--- src/design/dcfc_pkg.sv ---
`default_nettype none

package dcfc_pkg;

    // frame class codes
    typedef logic [1:0] class_t;

    localparam class_t CLASS_CCITT_OK  = 2'd0;
    localparam class_t CLASS_MODBUS_OK = 2'd1;
    localparam class_t CLASS_UNCONF    = 2'd2;
    localparam class_t CLASS_SHORT     = 2'd3;

    // byte counter saturates at the minimum frame length
    localparam int unsigned CNT_W = 3;
    localparam logic [CNT_W-1:0] MIN_FRAME_BYTES = 3'd4;

    // word handed from the front part to the queue
    typedef struct packed {
        logic   push;
        class_t cls;
    } push_word_t;

    // queue status seen by the front and back parts
    typedef struct packed {
        logic empty;
        logic full;
    } q_status_t;

endpackage

`default_nettype wire

--- src/design/dcfc_front.sv ---
`default_nettype none

module dcfc_front
(
    input  wire logic                  clk,
    input  wire logic                  rst_n,
    input  wire logic                  in_valid,
    input  wire logic [7:0]            data_byte,
    input  wire logic                  end_of_frame,
    input  wire dcfc_pkg::q_status_t   q_status,
    output logic                       in_stall,
    output dcfc_pkg::push_word_t       push_word
);

    localparam logic [15:0] MODBUS_SEED = 16'hFFFF;
    localparam logic [15:0] MODBUS_POLY = 16'hA001;
    localparam logic [15:0] CCITT_SEED  = 16'h0000;
    localparam logic [15:0] CCITT_POLY  = 16'h1021;
    localparam logic [dcfc_pkg::CNT_W-1:0] HOLD_BYTES = 3'd2;

    // reflected byte-wide crc update
    function automatic logic [15:0] modbus_update(input logic [15:0] crc_in,
                                                  input logic [7:0]  b);
        logic [15:0] c;
        c = crc_in ^ {8'h00, b};
        for (int k = 0; k < 8; k++)
        begin
            if (c[0])
                c = (c >> 1) ^ MODBUS_POLY;
            else
                c = c >> 1;
        end
        return c;
    endfunction

    // msb-first byte-wide crc update
    function automatic logic [15:0] ccitt_update(input logic [15:0] crc_in,
                                                 input logic [7:0]  b);
        logic [15:0] c;
        c = crc_in ^ {b, 8'h00};
        for (int k = 0; k < 8; k++)
        begin
            if (c[15])
                c = (c << 1) ^ CCITT_POLY;
            else
                c = c << 1;
        end
        return c;
    endfunction

    logic [15:0]                 modbus_crc_reg, modbus_crc_next;
    logic [15:0]                 ccitt_crc_reg, ccitt_crc_next;
    logic [7:0]                  older_byte_reg, older_byte_next;
    logic [7:0]                  newer_byte_reg, newer_byte_next;
    logic [dcfc_pkg::CNT_W-1:0]  bytes_seen_reg, bytes_seen_next;
    logic                        accept;
    logic [15:0]                 modbus_upd;
    logic [15:0]                 ccitt_upd;
    logic [dcfc_pkg::CNT_W-1:0]  bytes_upd;
    dcfc_pkg::class_t            cls;

    // stall whenever the queue cannot take a word
    assign in_stall = q_status.full;
    assign accept   = in_valid && !q_status.full;

    // crcs advance over the byte leaving the two-byte delay line
    always_comb
    begin
        if (bytes_seen_reg >= HOLD_BYTES)
        begin
            modbus_upd = modbus_update(modbus_crc_reg, older_byte_reg);
            ccitt_upd  = ccitt_update(ccitt_crc_reg, older_byte_reg);
        end
        else
        begin
            modbus_upd = modbus_crc_reg;
            ccitt_upd  = ccitt_crc_reg;
        end
        if (bytes_seen_reg < dcfc_pkg::MIN_FRAME_BYTES)
            bytes_upd = bytes_seen_reg + 3'd1;
        else
            bytes_upd = bytes_seen_reg;
    end

    // classify against the trailer: the newer delay-line byte and the current data_byte
    always_comb
    begin
        priority if (bytes_upd < dcfc_pkg::MIN_FRAME_BYTES)
            cls = dcfc_pkg::CLASS_SHORT;
        else if (modbus_upd == {data_byte, newer_byte_reg})
            cls = dcfc_pkg::CLASS_MODBUS_OK;
        else if (ccitt_upd == {newer_byte_reg, data_byte})
            cls = dcfc_pkg::CLASS_CCITT_OK;
        else
            cls = dcfc_pkg::CLASS_UNCONF;
    end

    // next state: frame end returns everything to its reset value
    always_comb
    begin
        modbus_crc_next = modbus_crc_reg;
        ccitt_crc_next  = ccitt_crc_reg;
        older_byte_next = older_byte_reg;
        newer_byte_next = newer_byte_reg;
        bytes_seen_next = bytes_seen_reg;
        if (accept)
        begin
            if (end_of_frame)
            begin
                modbus_crc_next = MODBUS_SEED;
                ccitt_crc_next  = CCITT_SEED;
                older_byte_next = 8'h00;
                newer_byte_next = 8'h00;
                bytes_seen_next = '0;
            end
            else
            begin
                modbus_crc_next = modbus_upd;
                ccitt_crc_next  = ccitt_upd;
                older_byte_next = newer_byte_reg;
                newer_byte_next = data_byte;
                bytes_seen_next = bytes_upd;
            end
        end
    end

    assign push_word.push = accept && end_of_frame;
    assign push_word.cls  = cls;

    // frame state registers
    always_ff @(posedge clk or negedge rst_n)
    begin
        if (!rst_n)
        begin
            modbus_crc_reg <= MODBUS_SEED;
            ccitt_crc_reg  <= CCITT_SEED;
            older_byte_reg <= 8'h00;
            newer_byte_reg <= 8'h00;
            bytes_seen_reg <= '0;
        end
        else
        begin
            modbus_crc_reg <= modbus_crc_next;
            ccitt_crc_reg  <= ccitt_crc_next;
            older_byte_reg <= older_byte_next;
            newer_byte_reg <= newer_byte_next;
            bytes_seen_reg <= bytes_seen_next;
        end
    end

endmodule

`default_nettype wire

--- src/design/dcfc_queue.sv ---
`default_nettype none

module dcfc_queue
#(
    parameter int unsigned DEPTH = 2
)
(
    input  wire logic                  clk,
    input  wire logic                  rst_n,
    input  wire dcfc_pkg::push_word_t  push_word,
    input  wire logic                  pop,
    output dcfc_pkg::class_t           head_cls,
    output dcfc_pkg::q_status_t        q_status
);

    localparam int unsigned AW = (DEPTH > 1) ? $clog2(DEPTH) : 1;
    localparam int unsigned CW = $clog2(DEPTH + 1);
    localparam logic [AW-1:0] LAST_PTR = AW'(DEPTH - 1);
    localparam logic [CW-1:0] FULL_CNT = CW'(DEPTH);

    dcfc_pkg::class_t  entry_reg [DEPTH];
    logic [AW-1:0]     wr_ptr_reg, wr_ptr_next;
    logic [AW-1:0]     rd_ptr_reg, rd_ptr_next;
    logic [CW-1:0]     count_reg, count_next;
    logic              do_push;
    logic              do_pop;

    assign q_status.empty = (count_reg == '0);
    assign q_status.full  = (count_reg == FULL_CNT);
    assign head_cls       = entry_reg[rd_ptr_reg];

    assign do_push = push_word.push && !q_status.full;
    assign do_pop  = pop && !q_status.empty;

    // pointer and fill count update
    always_comb
    begin
        wr_ptr_next = wr_ptr_reg;
        rd_ptr_next = rd_ptr_reg;
        count_next  = count_reg;
        if (do_push)
            wr_ptr_next = (wr_ptr_reg == LAST_PTR) ? '0 : wr_ptr_reg + 1'b1;
        if (do_pop)
            rd_ptr_next = (rd_ptr_reg == LAST_PTR) ? '0 : rd_ptr_reg + 1'b1;
        unique case ({do_push, do_pop})
            2'b10:   count_next = count_reg + 1'b1;
            2'b01:   count_next = count_reg - 1'b1;
            default: count_next = count_reg;
        endcase
    end

    always_ff @(posedge clk or negedge rst_n)
    begin
        if (!rst_n)
        begin
            wr_ptr_reg <= '0;
            rd_ptr_reg <= '0;
            count_reg  <= '0;
        end
        else
        begin
            wr_ptr_reg <= wr_ptr_next;
            rd_ptr_reg <= rd_ptr_next;
            count_reg  <= count_next;
        end
    end

    // storage
    always_ff @(posedge clk)
    begin
        if (do_push)
            entry_reg[wr_ptr_reg] <= push_word.cls;
    end

endmodule

`default_nettype wire

--- src/design/dcfc_back.sv ---
`default_nettype none

module dcfc_back
(
    input  wire logic                 clk,
    input  wire logic                 rst_n,
    input  wire dcfc_pkg::q_status_t  q_status,
    input  wire dcfc_pkg::class_t     head_cls,
    input  wire logic                 out_stall,
    output logic                      pop,
    output logic                      out_valid,
    output dcfc_pkg::class_t          frame_class
);

    logic              out_valid_reg, out_valid_next;
    dcfc_pkg::class_t  frame_class_reg;

    // refill the output register when it is empty or being taken
    assign pop = !q_status.empty && (!out_valid_reg || !out_stall);

    always_comb
    begin
        out_valid_next = out_valid_reg;
        if (pop)
            out_valid_next = 1'b1;
        else if (!out_stall)
            out_valid_next = 1'b0;
    end

    always_ff @(posedge clk or negedge rst_n)
    begin
        if (!rst_n)
            out_valid_reg <= 1'b0;
        else
            out_valid_reg <= out_valid_next;
    end

    // output word
    always_ff @(posedge clk)
    begin
        if (pop)
            frame_class_reg <= head_cls;
    end

    assign out_valid   = out_valid_reg;
    assign frame_class = frame_class_reg;

endmodule

`default_nettype wire

--- src/design/dual_crc16_frame_classifier.sv ---
// a frame's class enters the class queue at the edge that accepts its final byte
// and then moves into the output register once that register is free or being taken
// throughput: one byte per cycle while not stalled, including back-to-back one-byte frames
// a 2-entry class queue lets the byte side run on while the output is stalled
// input stalls only when that queue is full
// reset (rst_n low, async) restores crc seeds, empties the queue and drops out_valid
`default_nettype none

module dual_crc16_frame_classifier
#(
    parameter int unsigned QUEUE_DEPTH = 2
)
(
    input  wire logic        clk,
    input  wire logic        rst_n,
    input  wire logic        in_valid,
    output logic             in_stall,
    input  wire logic [7:0]  data_byte,
    input  wire logic        end_of_frame,
    output logic             out_valid,
    input  wire logic        out_stall,
    output logic [1:0]       frame_class
);

    dcfc_pkg::push_word_t  push_word;
    dcfc_pkg::q_status_t   q_status;
    dcfc_pkg::class_t      head_cls;
    logic                  pop;

    // byte intake, crc tracking and classification
    dcfc_front u_front
    (
        .clk          (clk),
        .rst_n        (rst_n),
        .in_valid     (in_valid),
        .data_byte    (data_byte),
        .end_of_frame (end_of_frame),
        .q_status     (q_status),
        .in_stall     (in_stall),
        .push_word    (push_word)
    );

    // class words waiting for the output side
    dcfc_queue #(.DEPTH(QUEUE_DEPTH)) u_queue
    (
        .clk       (clk),
        .rst_n     (rst_n),
        .push_word (push_word),
        .pop       (pop),
        .head_cls  (head_cls),
        .q_status  (q_status)
    );

    // output register
    dcfc_back u_back
    (
        .clk         (clk),
        .rst_n       (rst_n),
        .q_status    (q_status),
        .head_cls    (head_cls),
        .out_stall   (out_stall),
        .pop         (pop),
        .out_valid   (out_valid),
        .frame_class (frame_class)
    );

endmodule

`default_nettype wire

--- config.mk ---
export PLATFORM = sky130hd
export DESIGN_NAME = dual_crc16_frame_classifier
export DESIGN_NICKNAME = d
export VERILOG_FILES = /design/src/design/dcfc_pkg.sv /design/src/design/dcfc_front.sv /design/src/design/dcfc_queue.sv /design/src/design/dcfc_back.sv /design/src/design/dual_crc16_frame_classifier.sv
export SDC_FILE = /design/constraint.sdc
export NUM_CORES = 1
export LEC_CHECK = 0
export BUFFER_PORTS_ARGS = -buffer_cell sky130_fd_sc_hd__buf_2
export CAP_MARGIN = 20
export CORE_MARGIN = 4
export CORE_UTILIZATION = 35
export CTS_CLUSTER_SIZE = 24
export DETAILED_ROUTE_END_ITERATION = 8
export PLACE_DENSITY_LB_ADDON = 0.08
export SYNTH_ARGS = -nofsm -noshare
export SYNTH_HDL_FRONTEND = slang
export SYNTH_HIERARCHICAL = 1
export SYNTH_SLANG_ARGS = --single-unit
--- constraint.sdc ---
create_clock -name clk -period 2.6 [get_ports clk]
set_input_delay 0.52 -clock clk [delete_from_list [all_inputs] [get_ports clk]]
set_output_delay 0.52 -clock clk [all_outputs]
set_load 0.01 [all_outputs]
==> flow_metrics.env <==
export IMPL_end_kind="flop"
export IMPL_grt_start_max_net_pins=40
export IMPL_fillers=1087
export IMPL_die_area_um2=12800
export IMPL_cts_buffers=9
export IMPL_dpl_hpwl_um=8180
export IMPL_diodes=0
export IMPL_synth_top_family_by_area="compound AO/OA/AOI/OAI gates"
export IMPL_drive_gt1_share_pct=26.2
export IMPL_synth_edff_count=6
export IMPL_syn_area_per_cell_um2=9.24
export IMPL_start_util_pct=35.7
export IMPL_ant_nets=0
export IMPL_worstSetupPathType="flop to flop"
export IMPL_grtUsageMet1_pct=27.2
export IMPL_async_reset_ff_share_pct=90.3
export IMPL_htreeDepth=3
export IMPL_final_min_clock_period_ns=2.63
export IMPL_violations="negative setup slack"
export IMPL_ys_warn_count=6
export IMPL_die_w_um=113
export IMPL_tightestPinTransition_ns=0.555
export IMPL_multi_input_area_um2=2250
export IMPL_cp_arrival_ns=2.72
export IMPL_seqCellArea_um2=1600
export IMPL_drt_total_wl_um=11700
export IMPL_mostFrequentLayoutCells="nand2_1 (51), xnor2_1 (46), buf_4 (46)"
export IMPL_setup_viol=2
export IMPL_cts_sinks=62
export IMPL_die_y_um=113
export IMPL_place_ws_ns=-0.0873
export IMPL_wl_per_cell_um=19.0
export IMPL_mostFrequentLayoutCell="nand2_1"
export IMPL_maxCapViolCount=0
export IMPL_ios=17
export IMPL_drv_slew=0
export IMPL_track_usage_pct=19.4
export IMPL_worst_r2r_startpoint="u_front/modbus_crc_reg[5]"
export IMPL_critPathMaxFanout=3
export IMPL_cp_start_kind="flop"
export IMPL_cts_tree="yes"
export IMPL_drtPass1Iterations=5
export IMPL_max_freq_mhz=381
export IMPL_num_nets_final=483
export IMPL_netlist_instances=419
export IMPL_grt_util_met3_pct=3.53
export IMPL_r2r_slack_ns=-0.03
export IMPL_grt_ovfl_total=0
export IMPL_grt_pass1_vias=3352
export IMPL_clk_pin_slew_ns=0.08
export IMPL_ys_seq_area_share_pct=41.4
export IMPL_synth_area_um2=3870
export IMPL_setup_ws_ns=-0.0259
export IMPL_status="finished, violations left"
export IMPL_grt_use_met2_pct=30.3
export IMPL_insertion_delay_ns=0.35
export IMPL_vias=3233
export IMPL_io_buffers=16
export IMPL_coreArea_um2=10800
export IMPL_synth_simple_area_share_pct=12.1
export IMPL_finalWeightedCongestion=0.818
export IMPL_fp_row_count=38
export IMPL_synth_compound_area_share_pct=19.1
export IMPL_grt_first_pass_wirelength_um=19300
export IMPL_ys_ff_latch=62
export IMPL_rsz0062_at_grt="yes"
export IMPL_root_buffer="clkbuf_8"
export IMPL_ys_types=49
export IMPL_syn_nets=434
export IMPL_fin_skew_ns=0.0117
export IMPL_cp_data_required_time_ns=2.69
export IMPL_hold_class="input port to async pin"
export IMPL_hold_violations=0
export IMPL_final_cells=613
export IMPL_synthXorXnorAreaFrac_pct=18.6
export IMPL_synthMuxAreaShare_pct=4.23
export IMPL_drt_iter0_drc=185
export IMPL_dp_cells=588
export IMPL_clk_path_buf_depth=2
export IMPL_post_route_period_util_pct=101
export IMPL_via_per_inst=5.27
export IMPL_drc=0
export IMPL_synthAdderAreaFrac_pct=0.646
export IMPL_antenna_found_initial=0
export IMPL_synth_main_ff_cell="dfrtp_1"
export IMPL_regToRegEndpoint="u_queue/entry_reg[1][1]"
export IMPL_relSlewSlack_pct=62.9
export IMPL_busiest_layer="met2"
export IMPL_syn2layout_area_growth_pct=22.9
export IMPL_reg2reg_depth=8
==> logic make-up (layout without fill, tap and decap cells) <==
kind of cell | Yosys count | after routing
fa+ha+maj | 2 | 2
compound gates | 117 | 117
simple gates | 106 | 106
mux | 16 | 16
xor+xnor | 76 | 76
flops | 62 | 62
buf+inv | 40 | 94
==> metal layers <==
metal  vias up  routed length (um)
met5         -                   0
met4         0                 219
met3        16                 350
met2        55                5550
met1      1590                5540
li1       1572                   -
==> how the worst max path moves through the flow <==
stage | cells after the start | slack [ns] | start | endpoint
6_report | 8 | -0.03 | u_front/modbus_crc_reg[5] | u_queue/entry_reg[1][1]
4_1_cts | 8 | -0.02 | u_front/modbus_crc_reg[1] | u_queue/entry_reg[1][1]
3_3_place_gp | 10 | -0.07 | u_front/ccitt_crc_reg[13] | u_queue/entry_reg[0][1]
5_1_grt | 8 | -0.12 | u_front/modbus_crc_reg[5] | u_queue/entry_reg[1][1]
3_5_place_dp | 8 | -0.09 | u_front/modbus_crc_reg[2] | u_queue/entry_reg[0][1]
2_1_floorplan | 8 | 0.14 | u_front/modbus_crc_reg[2] | u_queue/entry_reg[0][1]
==> critical path, cell delays in order (launching register included) <==
cell     delay (ns)
dfstp_2        0.59
xnor2_4        0.14
xnor2_2        0.15
xor3_2         0.50
xnor3_1        0.26
o21ai_2        0.06
xor2_1         0.15
nor4_2         0.40
a21oi_2        0.10
==> Yosys cell counts, drive strengths merged (2+ instances only) <==
master | n | area share [%]
dfstp | 16 | 11
o22a | 3 | 0.68
mux2 | 3 | 0.87
a211oi | 2 | 0.39
o31ai | 6 | 1.2
xnor2 | 56 | 13
a22o | 4 | 0.90
nor4 | 4 | 0.81
nor3 | 7 | 0.90
xor2 | 18 | 4.1
nand2b | 4 | 0.65
a21oi | 21 | 2.7
nor2b | 2 | 0.39
dfrtp | 40 | 26
or2 | 2 | 0.32
nand4 | 3 | 0.48
a22oi | 16 | 3.1
edfxtp | 6 | 4.7
nand3 | 7 | 0.90
a221oi | 4 | 0.90
inv | 13 | 1.3
nor2 | 24 | 2.3
mux2i | 13 | 3.4
o22ai | 12 | 1.9
nand2 | 51 | 4.9
a31oi | 3 | 0.48
clkbuf | 19 | 1.8
ha | 2 | 0.65
o21ai | 38 | 4.9
buf | 7 | 0.87
==> cell type report <==
class | count | area share [%]
well taps | 140 | 3.68
clock inverters | 7 | 2.05
multi-input cells | 317 | 47.2
flip-flops and latches | 62 | 33.7
clock buffers | 9 | 2.60
inverters | 14 | 1.10
repair buffers | 64 | 9.60
==> per-stage QoR <==
stage	TNS, ns	cell area (um^2)	utilization (%)	hold slack, ns
finish	-0.0500	4760	43.9	0.134
global route	-0.367	4760	43.9	0.173
CTS	-0.0397	4650	42.9	0.138
detailed placement	-0.175	4330	40.0	0.477
global placement	-0.136	4330	40.0	0.481
floorplan	0	3870	-	0.224
==> repair_timing <==
item / CTS / global route
resized for setup: 7 / 13
gates cloned: 0 / 0
endpoints found under the hold margin: 0 / 0
hold buffers: 0 / 0
buffers inserted: 6 / 3
endpoints found under the setup margin: 2 / 4
pin swaps: 6 / 7
Power is not shown: default switching activity piles up to over one toggle a cycle in this logic, so the estimate is an artifact.
